===== src/hdl/chlg_pkg.sv =====
// ----------------------------------------------------------------------------
// chlg_pkg
// Types, constants and register layout shared by the hotplug load governor.
// ----------------------------------------------------------------------------
package chlg_pkg;

    localparam int NUM_CORES   = 4;
    localparam int MAX_HISTORY = 16;
    localparam int NUM_LEVELS  = 5;

    localparam int LOAD_W     = 12;
    localparam int CORE_W     = 4;
    localparam int HLEN_W     = 5;
    localparam int LOCK_W     = 16;
    localparam int THR_W      = LOAD_W * 5;
    localparam int HIST_IDX_W = (MAX_HISTORY > 1) ? $clog2(MAX_HISTORY) : 1;
    localparam int NLEN_W     = HIST_IDX_W + 1;
    localparam int SUM_W      = LOAD_W + HIST_IDX_W;
    localparam int DIV_CNT_W  = $clog2(SUM_W);
    localparam int CNT_W      = (HIST_IDX_W > DIV_CNT_W) ? HIST_IDX_W : DIV_CNT_W;

    localparam int QDEPTH = 2;
    localparam int QPTR_W = (QDEPTH > 1) ? $clog2(QDEPTH) : 1;
    localparam int QCNT_W = $clog2(QDEPTH + 1);

    localparam int APB_DATA_W = 64;
    localparam int PADDR_W    = 6;

    localparam logic [CORE_W-1:0] NUM_CORES_C = CORE_W'(NUM_CORES);

    localparam logic [CORE_W-1:0] MIN_CORES_RST   = 4'd1;
    localparam logic [CORE_W-1:0] MAX_CORES_RST   = 4'd4;
    localparam logic [CORE_W-1:0] BOOST_CORES_RST = 4'd2;
    localparam logic [HLEN_W-1:0] HIST_LEN_RST    = 5'd10;
    localparam logic [LOCK_W-1:0] LOCK_DUR_RST    = 16'd2000;
    localparam logic [THR_W-1:0]  UP_THR_RST      = 60'd115415050050806160;
    localparam logic [THR_W-1:0]  DOWN_THR_RST    = 60'd39411994968719360;

    typedef enum logic [1:0] {
        OP_SAMPLE  = 2'd0,
        OP_TICK    = 2'd1,
        OP_SCR_OFF = 2'd2,
        OP_SCR_ON  = 2'd3
    } op_t;

    typedef enum logic [1:0] {
        ACT_NONE = 2'd0,
        ACT_UP   = 2'd1,
        ACT_DOWN = 2'd2,
        ACT_HELD = 2'd3
    } act_t;

    typedef enum logic [2:0] {
        REG_MIN_CORES   = 3'd0,
        REG_MAX_CORES   = 3'd1,
        REG_BOOST_CORES = 3'd2,
        REG_HIST_LEN    = 3'd3,
        REG_LOCK_DUR    = 3'd4,
        REG_UP_THR      = 3'd5,
        REG_DOWN_THR    = 3'd6
    } reg_idx_t;

    // How the back end handles an item, settled at accept time
    typedef enum logic [2:0] {
        K_PIN_MIN,
        K_PIN_MAX,
        K_BOOST,
        K_BANDS,
        K_TICK,
        K_SCR_OFF,
        K_SCR_ON
    } kind_t;

    typedef enum logic [2:0] {
        B_IDLE,
        B_WRITE,
        B_SUM,
        B_DIV,
        B_DECIDE
    } b_state_t;

    typedef struct packed {
        logic [1:0]        op;
        logic [LOAD_W-1:0] load_sample;
        logic [CORE_W-1:0] online_count;
        logic              boost_request;
    } req_t;

    typedef struct packed {
        logic [1:0]        action;
        logic [CORE_W-1:0] target_cores;
        logic [LOAD_W-1:0] average_load;
    } rsp_t;

    typedef struct packed {
        logic [CORE_W-1:0] min_cores;
        logic [CORE_W-1:0] max_cores;
        logic [CORE_W-1:0] boost_cores;
        logic [HLEN_W-1:0] history_length;
        logic [LOCK_W-1:0] lock_duration;
        logic [THR_W-1:0]  up_thresholds;
        logic [THR_W-1:0]  down_thresholds;
    } cfg_t;

    typedef struct packed {
        kind_t             kind;
        logic [LOAD_W-1:0] load_sample;
        logic [CORE_W-1:0] online_count;
    } item_t;

    function automatic logic is_sample_kind(input kind_t k);
        return (k == K_PIN_MIN) || (k == K_PIN_MAX) || (k == K_BOOST) || (k == K_BANDS);
    endfunction

endpackage


===== src/hdl/chlg_front.sv =====
// ----------------------------------------------------------------------------
// chlg_front
// Accepts items and sorts each into the rule that decides its request.
// ----------------------------------------------------------------------------
module chlg_front
    import chlg_pkg::*;
(
    input  cfg_t  cfg,
    input  logic  req_valid,
    output logic  req_stall,
    input  req_t  req,
    output logic  push,
    output item_t push_item,
    input  logic  full
);

    kind_t kind;

    // Pinned limits win over boost, boost over the load bands
    always_comb
    begin
        unique case (op_t'(req.op))
            OP_SAMPLE:
            begin
                if (cfg.min_cores == NUM_CORES_C)
                    kind = K_PIN_MIN;
                else if (cfg.max_cores == 4'd1)
                    kind = K_PIN_MAX;
                else if (req.boost_request && (req.online_count < cfg.boost_cores))
                    kind = K_BOOST;
                else
                    kind = K_BANDS;
            end
            OP_TICK:    kind = K_TICK;
            OP_SCR_OFF: kind = K_SCR_OFF;
            OP_SCR_ON:  kind = K_SCR_ON;
            default:    kind = K_TICK;
        endcase
    end

    assign req_stall              = full;
    assign push                   = req_valid && !full;
    assign push_item.kind         = kind;
    assign push_item.load_sample  = req.load_sample;
    assign push_item.online_count = req.online_count;

endmodule


===== src/hdl/chlg_fifo.sv =====
// ----------------------------------------------------------------------------
// chlg_fifo
// Short item queue between the front and the back end.
// ----------------------------------------------------------------------------
module chlg_fifo
    import chlg_pkg::*;
(
    input  logic  clk,
    input  logic  rst_n,
    input  logic  push,
    input  item_t push_item,
    output logic  full,
    input  logic  pop,
    output item_t head,
    output logic  empty
);

    item_t             mem_reg [QDEPTH];
    logic [QPTR_W-1:0] wr_ptr_reg, wr_ptr_next;
    logic [QPTR_W-1:0] rd_ptr_reg, rd_ptr_next;
    logic [QCNT_W-1:0] cnt_reg, cnt_next;
    logic              do_push, do_pop;

    assign full    = (cnt_reg == QCNT_W'(QDEPTH));
    assign empty   = (cnt_reg == '0);
    assign do_push = push && !full;
    assign do_pop  = pop && !empty;
    assign head    = mem_reg[rd_ptr_reg];

    always_comb
    begin
        wr_ptr_next = wr_ptr_reg;
        rd_ptr_next = rd_ptr_reg;
        cnt_next    = cnt_reg;
        if (do_push)
            wr_ptr_next = (wr_ptr_reg == QPTR_W'(QDEPTH - 1)) ? '0 : wr_ptr_reg + 1'b1;
        if (do_pop)
            rd_ptr_next = (rd_ptr_reg == QPTR_W'(QDEPTH - 1)) ? '0 : rd_ptr_reg + 1'b1;
        if (do_push && !do_pop)
            cnt_next = cnt_reg + 1'b1;
        else if (do_pop && !do_push)
            cnt_next = cnt_reg - 1'b1;
    end

    always_ff @(posedge clk or negedge rst_n)
    begin
        if (!rst_n)
        begin
            wr_ptr_reg <= '0;
            rd_ptr_reg <= '0;
            cnt_reg    <= '0;
        end
        else
        begin
            wr_ptr_reg <= wr_ptr_next;
            rd_ptr_reg <= rd_ptr_next;
            cnt_reg    <= cnt_next;
        end
    end

    always_ff @(posedge clk)
    begin
        if (do_push)
            mem_reg[wr_ptr_reg] <= push_item;
    end

endmodule


===== src/hdl/chlg_back.sv =====
// ----------------------------------------------------------------------------
// chlg_back
// Executes queued items: history ring, serial sum, serial divide, decision,
// down lock and the result register.
// ----------------------------------------------------------------------------
module chlg_back
    import chlg_pkg::*;
(
    input  logic  clk,
    input  logic  rst_n,
    input  cfg_t  cfg,
    input  item_t head,
    input  logic  empty,
    output logic  pop,
    output logic  rsp_valid,
    input  logic  rsp_stall,
    output rsp_t  rsp
);

    b_state_t              state_reg, state_next;
    item_t                 cur_reg, cur_next;
    logic [LOAD_W-1:0]     hist_reg [MAX_HISTORY];
    logic [LOAD_W-1:0]     hist_next [MAX_HISTORY];
    logic [HIST_IDX_W-1:0] hidx_reg, hidx_next;
    logic [HIST_IDX_W-1:0] ptr_reg, ptr_next;
    logic [CNT_W-1:0]      cnt_reg, cnt_next;
    logic [SUM_W-1:0]      sum_reg, sum_next;
    logic [NLEN_W-1:0]     rem_reg, rem_next;
    logic [LOAD_W-1:0]     avg_reg, avg_next;
    logic [LOCK_W-1:0]     lock_reg, lock_next;
    logic                  rsp_valid_reg, rsp_valid_next;
    rsp_t                  rsp_reg, rsp_next;

    logic [NLEN_W-1:0]     n_eff, n_m1;
    logic [HIST_IDX_W-1:0] wr_idx;
    logic                  sum_last, div_last, out_free;
    logic [NLEN_W:0]       trial;
    logic                  ge;
    logic [SUM_W-1:0]      quot;
    logic [NLEN_W:0]       trial_sub;
    logic [CORE_W-1:0]     lvl_tgt, band_tgt;
    act_t                  dn_act, dec_act;
    logic [CORE_W-1:0]     dec_tgt;

    // History length zero acts as one, lengths past the ring saturate
    always_comb
    begin
        if (cfg.history_length == '0)
            n_eff = NLEN_W'(1);
        else if (NLEN_W'(cfg.history_length) > NLEN_W'(MAX_HISTORY))
            n_eff = NLEN_W'(MAX_HISTORY);
        else
            n_eff = NLEN_W'(cfg.history_length);
    end

    assign n_m1     = n_eff - 1'b1;
    assign wr_idx   = ({1'b0, hidx_reg} >= n_eff) ? '0 : hidx_reg;
    assign sum_last = (cnt_reg == CNT_W'(n_m1));
    assign div_last = (cnt_reg == CNT_W'(SUM_W - 1));
    assign out_free = !rsp_valid_reg || !rsp_stall;

    // One restoring-divide step per cycle; quotient bits shift into sum_reg
    assign trial     = {rem_reg, sum_reg[SUM_W-1]};
    assign trial_sub = trial - {1'b0, n_eff};
    assign ge        = (trial >= {1'b0, n_eff});
    assign quot      = {sum_reg[SUM_W-2:0], ge};

    // Load bands: first level whose window holds the mean
    always_comb
    begin
        lvl_tgt = '0;
        for (int lvl = NUM_LEVELS - 1; lvl >= 1; lvl--)
        begin
            if ((avg_reg <= cfg.up_thresholds[LOAD_W*lvl +: LOAD_W]) &&
                (avg_reg >  cfg.down_thresholds[LOAD_W*lvl +: LOAD_W]))
                lvl_tgt = CORE_W'(lvl);
        end
        if (lvl_tgt > cfg.max_cores)
            band_tgt = cfg.max_cores;
        else if (lvl_tgt < cfg.min_cores)
            band_tgt = cfg.min_cores;
        else
            band_tgt = lvl_tgt;
    end

    assign dn_act = (lock_reg != '0) ? ACT_HELD : ACT_DOWN;

    always_comb
    begin
        dec_act = ACT_NONE;
        dec_tgt = '0;
        case (cur_reg.kind)
            K_PIN_MIN:
            begin
                dec_tgt = cfg.min_cores;
                if (cur_reg.online_count != dec_tgt)
                    dec_act = ACT_UP;
            end
            K_PIN_MAX:
            begin
                dec_tgt = cfg.max_cores;
                if (cur_reg.online_count != dec_tgt)
                    dec_act = dn_act;
            end
            K_BOOST:
            begin
                dec_tgt = cfg.boost_cores;
                dec_act = ACT_UP;
            end
            K_BANDS:
            begin
                dec_tgt = band_tgt;
                if (band_tgt > cur_reg.online_count)
                    dec_act = ACT_UP;
                else if (band_tgt < cur_reg.online_count)
                    dec_act = dn_act;
            end
            K_SCR_OFF:
            begin
                dec_tgt = 4'd1;
                dec_act = ACT_DOWN;
            end
            K_SCR_ON:
            begin
                dec_tgt = NUM_CORES_C;
                dec_act = ACT_UP;
            end
            default:
            begin
                dec_tgt = '0;
                dec_act = ACT_NONE;
            end
        endcase
    end

    // Next state
    always_comb
    begin
        state_next = state_reg;
        unique case (state_reg)
            B_IDLE:
            begin
                if (!empty)
                    state_next = is_sample_kind(head.kind) ? B_WRITE : B_DECIDE;
            end
            B_WRITE:  state_next = B_SUM;
            B_SUM:    state_next = sum_last ? B_DIV : B_SUM;
            B_DIV:    state_next = div_last ? B_DECIDE : B_DIV;
            B_DECIDE: state_next = out_free ? B_IDLE : B_DECIDE;
            default:  state_next = B_IDLE;
        endcase
    end

    // Datapath and outputs
    always_comb
    begin
        pop            = 1'b0;
        cur_next       = cur_reg;
        hist_next      = hist_reg;
        hidx_next      = hidx_reg;
        ptr_next       = ptr_reg;
        cnt_next       = cnt_reg;
        sum_next       = sum_reg;
        rem_next       = rem_reg;
        avg_next       = avg_reg;
        lock_next      = lock_reg;
        rsp_next       = rsp_reg;
        rsp_valid_next = rsp_valid_reg && rsp_stall;
        unique case (state_reg)
            B_IDLE:
            begin
                if (!empty)
                begin
                    pop      = 1'b1;
                    cur_next = head;
                end
            end
            B_WRITE:
            begin
                hist_next[wr_idx] = cur_reg.load_sample;
                hidx_next = (({1'b0, wr_idx} + 1'b1) == n_eff) ? '0 : wr_idx + 1'b1;
                ptr_next  = wr_idx;
                cnt_next  = '0;
                sum_next  = '0;
            end
            B_SUM:
            begin
                sum_next = sum_reg + SUM_W'(hist_reg[ptr_reg]);
                ptr_next = (ptr_reg == '0) ? n_m1[HIST_IDX_W-1:0] : ptr_reg - 1'b1;
                cnt_next = sum_last ? '0 : cnt_reg + 1'b1;
                if (sum_last)
                    rem_next = '0;
            end
            B_DIV:
            begin
                rem_next = ge ? trial_sub[NLEN_W-1:0] : trial[NLEN_W-1:0];
                sum_next = quot;
                cnt_next = cnt_reg + 1'b1;
                if (div_last)
                    avg_next = quot[LOAD_W-1:0];
            end
            B_DECIDE:
            begin
                if (out_free)
                begin
                    rsp_valid_next       = 1'b1;
                    rsp_next.action      = dec_act;
                    rsp_next.target_cores = dec_tgt;
                    rsp_next.average_load = avg_reg;
                    if (dec_act == ACT_UP)
                        lock_next = cfg.lock_duration;
                    else if (cur_reg.kind == K_SCR_OFF)
                        lock_next = '0;
                    else if ((cur_reg.kind == K_TICK) && (lock_reg != '0))
                        lock_next = lock_reg - 1'b1;
                end
            end
            default:
            begin
                pop = 1'b0;
            end
        endcase
    end

    always_ff @(posedge clk or negedge rst_n)
    begin
        if (!rst_n)
        begin
            state_reg     <= B_IDLE;
            hidx_reg      <= '0;
            avg_reg       <= '0;
            lock_reg      <= '0;
            rsp_valid_reg <= 1'b0;
            for (int i = 0; i < MAX_HISTORY; i++)
                hist_reg[i] <= '0;
        end
        else
        begin
            state_reg     <= state_next;
            hidx_reg      <= hidx_next;
            avg_reg       <= avg_next;
            lock_reg      <= lock_next;
            rsp_valid_reg <= rsp_valid_next;
            hist_reg      <= hist_next;
        end
    end

    always_ff @(posedge clk)
    begin
        cur_reg <= cur_next;
        ptr_reg <= ptr_next;
        cnt_reg <= cnt_next;
        sum_reg <= sum_next;
        rem_reg <= rem_next;
        rsp_reg <= rsp_next;
    end

    assign rsp_valid = rsp_valid_reg;
    assign rsp       = rsp_reg;

    // Ring index always stays inside the active length after a write
    a_hidx_range: assert property (@(posedge clk) disable iff (!rst_n)
        (state_reg == B_WRITE) |=> ({1'b0, hidx_reg} < n_eff))
        else $error("history index outside active length");

    // Divider remainder stays below the divisor
    a_rem_range: assert property (@(posedge clk) disable iff (!rst_n)
        (state_reg == B_DIV) |-> (rem_reg < n_eff))
        else $error("divider remainder out of range");

    // Mean changes only on the last divide step
    a_avg_hold: assert property (@(posedge clk) disable iff (!rst_n)
        !(state_reg == B_DIV && div_last) |=> $stable(avg_reg))
        else $error("average changed outside divide completion");

    // An up request reloads the down lock
    a_lock_arm: assert property (@(posedge clk) disable iff (!rst_n)
        (state_reg == B_DECIDE && out_free && dec_act == ACT_UP)
        |=> (lock_reg == $past(cfg.lock_duration)))
        else $error("down lock not armed by up request");

endmodule


===== src/hdl/cpu_hotplug_load_governor.sv =====
// ----------------------------------------------------------------------------
// cpu_hotplug_load_governor
// Decides the online core count from averaged load, with down lock.
// ----------------------------------------------------------------------------
// A load-sample item goes from the queue through the write, sum, divide and
// decide states, with n the effective history length (1 to 16): the back end
// walks the history registers one entry a cycle to form the sum of n entries
// and then runs a bit-serial divider of 16 steps. Tick and screen items go
// straight to the decide state. Up to two items wait in the queue while the
// back end is busy, and the result register lets the next item start while a
// result is stalled. The history ring is cleared by reset itself, with no
// clearing pass. Registers sit at byte address 8*i on a 64-bit APB port;
// write them only while no item is in flight.
module cpu_hotplug_load_governor
    import chlg_pkg::*;
(
    input  logic                  clk,
    input  logic                  rst_n,
    input  logic                  psel,
    input  logic                  penable,
    input  logic                  pwrite,
    input  logic [PADDR_W-1:0]    paddr,
    input  logic [APB_DATA_W-1:0] pwdata,
    output logic [APB_DATA_W-1:0] prdata,
    output logic                  pready,
    input  logic                  req_valid,
    output logic                  req_stall,
    input  req_t                  req,
    output logic                  rsp_valid,
    input  logic                  rsp_stall,
    output rsp_t                  rsp
);

    cfg_t     cfg_reg, cfg_next;
    reg_idx_t reg_idx;
    logic     cfg_wr;
    logic     push, full, pop, empty;
    item_t    push_item, head;

    assign pready  = 1'b1;
    assign reg_idx = reg_idx_t'(paddr[PADDR_W-1:3]);
    assign cfg_wr  = psel && penable && pwrite && pready;

    always_comb
    begin
        cfg_next = cfg_reg;
        if (cfg_wr)
        begin
            unique case (reg_idx)
                REG_MIN_CORES:   cfg_next.min_cores       = pwdata[CORE_W-1:0];
                REG_MAX_CORES:   cfg_next.max_cores       = pwdata[CORE_W-1:0];
                REG_BOOST_CORES: cfg_next.boost_cores     = pwdata[CORE_W-1:0];
                REG_HIST_LEN:    cfg_next.history_length  = pwdata[HLEN_W-1:0];
                REG_LOCK_DUR:    cfg_next.lock_duration   = pwdata[LOCK_W-1:0];
                REG_UP_THR:      cfg_next.up_thresholds   = pwdata[THR_W-1:0];
                REG_DOWN_THR:    cfg_next.down_thresholds = pwdata[THR_W-1:0];
                default:         cfg_next = cfg_reg;
            endcase
        end
    end

    always_comb
    begin
        unique case (reg_idx)
            REG_MIN_CORES:   prdata = APB_DATA_W'(cfg_reg.min_cores);
            REG_MAX_CORES:   prdata = APB_DATA_W'(cfg_reg.max_cores);
            REG_BOOST_CORES: prdata = APB_DATA_W'(cfg_reg.boost_cores);
            REG_HIST_LEN:    prdata = APB_DATA_W'(cfg_reg.history_length);
            REG_LOCK_DUR:    prdata = APB_DATA_W'(cfg_reg.lock_duration);
            REG_UP_THR:      prdata = APB_DATA_W'(cfg_reg.up_thresholds);
            REG_DOWN_THR:    prdata = APB_DATA_W'(cfg_reg.down_thresholds);
            default:         prdata = '0;
        endcase
    end

    always_ff @(posedge clk or negedge rst_n)
    begin
        if (!rst_n)
        begin
            cfg_reg.min_cores       <= MIN_CORES_RST;
            cfg_reg.max_cores       <= MAX_CORES_RST;
            cfg_reg.boost_cores     <= BOOST_CORES_RST;
            cfg_reg.history_length  <= HIST_LEN_RST;
            cfg_reg.lock_duration   <= LOCK_DUR_RST;
            cfg_reg.up_thresholds   <= UP_THR_RST;
            cfg_reg.down_thresholds <= DOWN_THR_RST;
        end
        else
        begin
            cfg_reg <= cfg_next;
        end
    end

    chlg_front u_front
    (
        .cfg       (cfg_reg),
        .req_valid (req_valid),
        .req_stall (req_stall),
        .req       (req),
        .push      (push),
        .push_item (push_item),
        .full      (full)
    );

    chlg_fifo u_fifo
    (
        .clk       (clk),
        .rst_n     (rst_n),
        .push      (push),
        .push_item (push_item),
        .full      (full),
        .pop       (pop),
        .head      (head),
        .empty     (empty)
    );

    chlg_back u_back
    (
        .clk       (clk),
        .rst_n     (rst_n),
        .cfg       (cfg_reg),
        .head      (head),
        .empty     (empty),
        .pop       (pop),
        .rsp_valid (rsp_valid),
        .rsp_stall (rsp_stall),
        .rsp       (rsp)
    );

endmodule


===== config.mk =====
export PLATFORM = sky130hd
export DESIGN_NAME = cpu_hotplug_load_governor
export DESIGN_NICKNAME = d
export VERILOG_FILES = /design/src/hdl/chlg_pkg.sv /design/src/hdl/chlg_front.sv /design/src/hdl/chlg_fifo.sv /design/src/hdl/chlg_back.sv /design/src/hdl/cpu_hotplug_load_governor.sv
export SDC_FILE = /design/constraint.sdc
export NUM_CORES = 1
export LEC_CHECK = 0
export BUFFER_PORTS_ARGS = -buffer_cell sky130_fd_sc_hd__buf_2
export CAP_MARGIN = 15
export CORE_MARGIN = 2
export CORE_UTILIZATION = 35
export CTS_BUF_LIST = sky130_fd_sc_hd__clkbuf_8
export CTS_CLUSTER_SIZE = 30
export DETAILED_ROUTE_END_ITERATION = 16
export HOLD_SLACK_MARGIN = 0.1
export PLACE_DENSITY = 0.54
export SYNTH_ARGS = -nofsm -noshare
export SYNTH_HDL_FRONTEND = slang
export SYNTH_SLANG_ARGS = --single-unit

===== constraint.sdc =====
create_clock -name clk -period 6.5 [get_ports clk]
set_input_delay 1.3 -clock clk [delete_from_list [all_inputs] [get_ports clk]]
set_output_delay 1.3 -clock clk [all_outputs]
set_load 0.05 [all_outputs]

==> metrics <==
most common cell after layout, fill and taps aside=dfrtp_1; number of flops mapped to enable cells by yosys=104; Hold WC Path Type=reg -> reg; Top Layer Used=met5; RSZ-0062 raised after global routing=false; Clk Latency, worst-skew pair=slightly below 0.7 ns; starting density of the core=0.3525; share of flip-flops with an asynchronous set or reset=0.7873; crit-path max FO=20; Worst setup SP type=flip-flop; Mapped Avg Cell Area=approximately 12 um^2; DRT Wirelength=around 66,000 um; final clock skew=roughly 0.056 ns; Synth Cell Area=between 0.02 and 0.03 mm^2; final setup TNS=0 ns; Detail Route met3 WL=3017 um; status=complete, no violations; Placed Instances=roughly 3,200; max-slew violations=0; crit path DAT=6.52 ns; Clock Sinks=a little under 500; Largest register FFs=~190; sequential share of the synthesized area=0.5098; Final setup viols=0; GP Congestion=between 0.8 and 0.9; Core Util, Final=0.4070; Min Hold Slack=~0.47 ns; Worst Tran Pin Value=1.101 ns; Root Driver=clkbuf_8; vias in the first global route=approximately 18,000; Avg WL per Cell=between 15 and 20 um; mux cell area share after synthesis=0.1921; clk buf depth=3; Clock transition at path regs=~0.060 ns; Pre-antenna DRT Iters=7; Top FF cell, synth=dfrtp_1; final worst path period need=5.925 ns; total core area=about 0.071 mm^2; Rows=around 100; largest net degree at the start of global routing=approximately 190; vias per cell=roughly 5.2; GR Util All Layers=0.1787; Place WS=0.4046 ns; total power=between 10 and 15 mW; complex-gate fraction of the synthesized area=0.09831; fillers=6,795; CP Capture Type=flip-flop; Max VDD drop=between 150 and 200 uV; Max Cap Viol=0; H-tree levels=3; nets=about 2,500; Gate Count Post-Synth=between 2,000 and 2,500; met2 WL=roughly 32,000 um; post-route cell area=0.02899 mm^2; hpwl dp=44,860 um; area growth from synthesis to layout=15.46%; fmax=roughly 0.17 GHz; share of layout cells above drive strength 1=0.3186; Synth Area in Simple Gates=0.07987; global-route wire length before repair=103,700 um; synth warn=0; Die X=between 200 and 300 um; I/O pin cnt=~180; GRT Residual Overflow=0; Port Buffer Count=around 170; First DRT Iteration DRCs=about 1,200; remaining antenna violation count after routing=0; non-filler cells, final=between 3,000 and 4,000; Power Dens Cells=402.1 mW/mm^2; DRT met1 WL=around 29,000 um; critical path data required time=around 7.1 ns; xor/xnor share of the synthesized area=0.01290; Final Hold Fails=0; die height=roughly 270 um; final worst slack=0.5750 ns; CTS Buf Count=89; synth unique cells=82; commonest cells after routing, fill and taps aside=dfrtp_1 (348), mux2_2 (284), nand2_1 (198), buf_2 (167), o21ai_0 (158); DR vias=between 15,000 and 20,000; flop and latch count out of synthesis=just under 500; relative slew slack=0.2641; # hold bufs at CTS=0; Post-Synth Adder-Cell Area=0.06836; die area=approximately 0.074 mm^2; dpl cell area=about 0.027 mm^2; initial antenna violation count=3; drt drc=0; CTS tree=done; period utilization=0.9115; main combinational cell family by area after synthesis=multiplexers; Static Leak=about 13 nW; critical path class=reg -> reg
-- worst max-delay path, cell delays in order, from the launching register on --
cell and delay, ns:
dfstp_2 0.51, inv_1 0.06, ha_1 0.30, a21o_1 0.17
a21oi_2 0.15, o21ai_2 0.09, a2111oi_4 0.43, nor3_1 0.09
buf_4 0.17, o31a_1 0.30, ha_1 0.30, or3_1 0.40
a21o_1 0.23, a311oi_4 0.25, buf_4 0.19, mux2i_1 0.31
ha_1 0.22, nor2b_1 0.05, o21a_1 0.16, o21ai_0 0.15
nand2b_1 0.09, a21boi_0 0.17, o21ai_1 0.15, buf_4 0.26
nor2_1 0.16, buf_4 0.17, a32oi_1 0.10, o21ai_0 0.18
-- power breakdown --
part           total (mW)  internal (mW)  switching, mW
Sequential           4.77           4.04          0.728
Clock                3.02           1.67           1.35
Combinational        3.87           1.65           2.21
-- logic make-up (layout without fill, tap and decap cells) --
logic type,after synthesis,in the layout
AO/OA/AOI/OAI,405,405
adder cells (fa/ha/maj),136,136
XOR/XNOR,37,37
multiplexers,369,369
AND/OR/NAND/NOR,430,430
flip-flops,489,489
other,2,7
buffers and inverters,247,502
-- cells in the mapped netlist, drive strengths merged (46+ instances only) --
cell	n	area share
nand2	198	0.030
nor2	76	0.011
ha	134	0.067
mux2	284	0.13
mux4	62	0.056
edfxtp	104	0.12
o22ai	46	0.011
a21oi	94	0.019
o21ai	163	0.033
inv	124	0.019
clkbuf	103	0.015
dfrtp	349	0.35
-- path summary, 6_finish.rpt --
kind / start / to / slack (ns) / depth (start not counted)
worst max-delay path: cfg_reg[29]$_DFFE_PN1P_ / u_back.lock_reg[12]$_DFFE_PN0P_ / 0.58 / 27
worst min-delay path: u_back.avg_reg[0]$_DFFE_PN0P_ / u_back.rsp[0]$_DFFE_PP_ / 0.47 / 0
worst max register to register: cfg_reg[29]$_DFFE_PN1P_ / u_back.lock_reg[12]$_DFFE_PN0P_ / 0.58 / 27
worst min register to register: u_back.avg_reg[0]$_DFFE_PN0P_ / u_back.rsp[0]$_DFFE_PP_ / 0.47 / 0
max in group asynchronous: rst_n / u_back.hist_reg[103]$_DFFE_PN0P_ / 4.46 / 2
min in group asynchronous: rst_n / u_back.lock_reg[6]$_DFFE_PN0P_ / 0.55 / 1
-- metal layers --
metal / global-route usage / up-vias
li1: - / 8034
met1: 0.2324 / 8728
met2: 0.2966 / 447
met3: 0.02953 / 125
met4: 0.07374 / 2
met5: 0 / -
-- what timing repair did --
| item | CTS | global route |
|---|---|---|
| setup endpoints to repair | 0 | 4 |
| resized for setup | 0 | 1 |
| setup buffers | 0 | 3 |
-- layout make-up --
type / count / area, um^2 / share of cell area
clock inverters: 55 / 349.1 / 0.01204
diodes: 2 / 5.005 / 0.0001726
flip-flops and latches: 489 / 12800 / 0.4416
well taps: 950 / 1189 / 0.04100
repair buffers: 211 / 1269 / 0.04376
inverters: 125 / 469.2 / 0.01618
multi-input cells: 1382 / 11380 / 0.3926
clock buffers: 111 / 1528 / 0.05269
(Power assumes the default switching activity.)
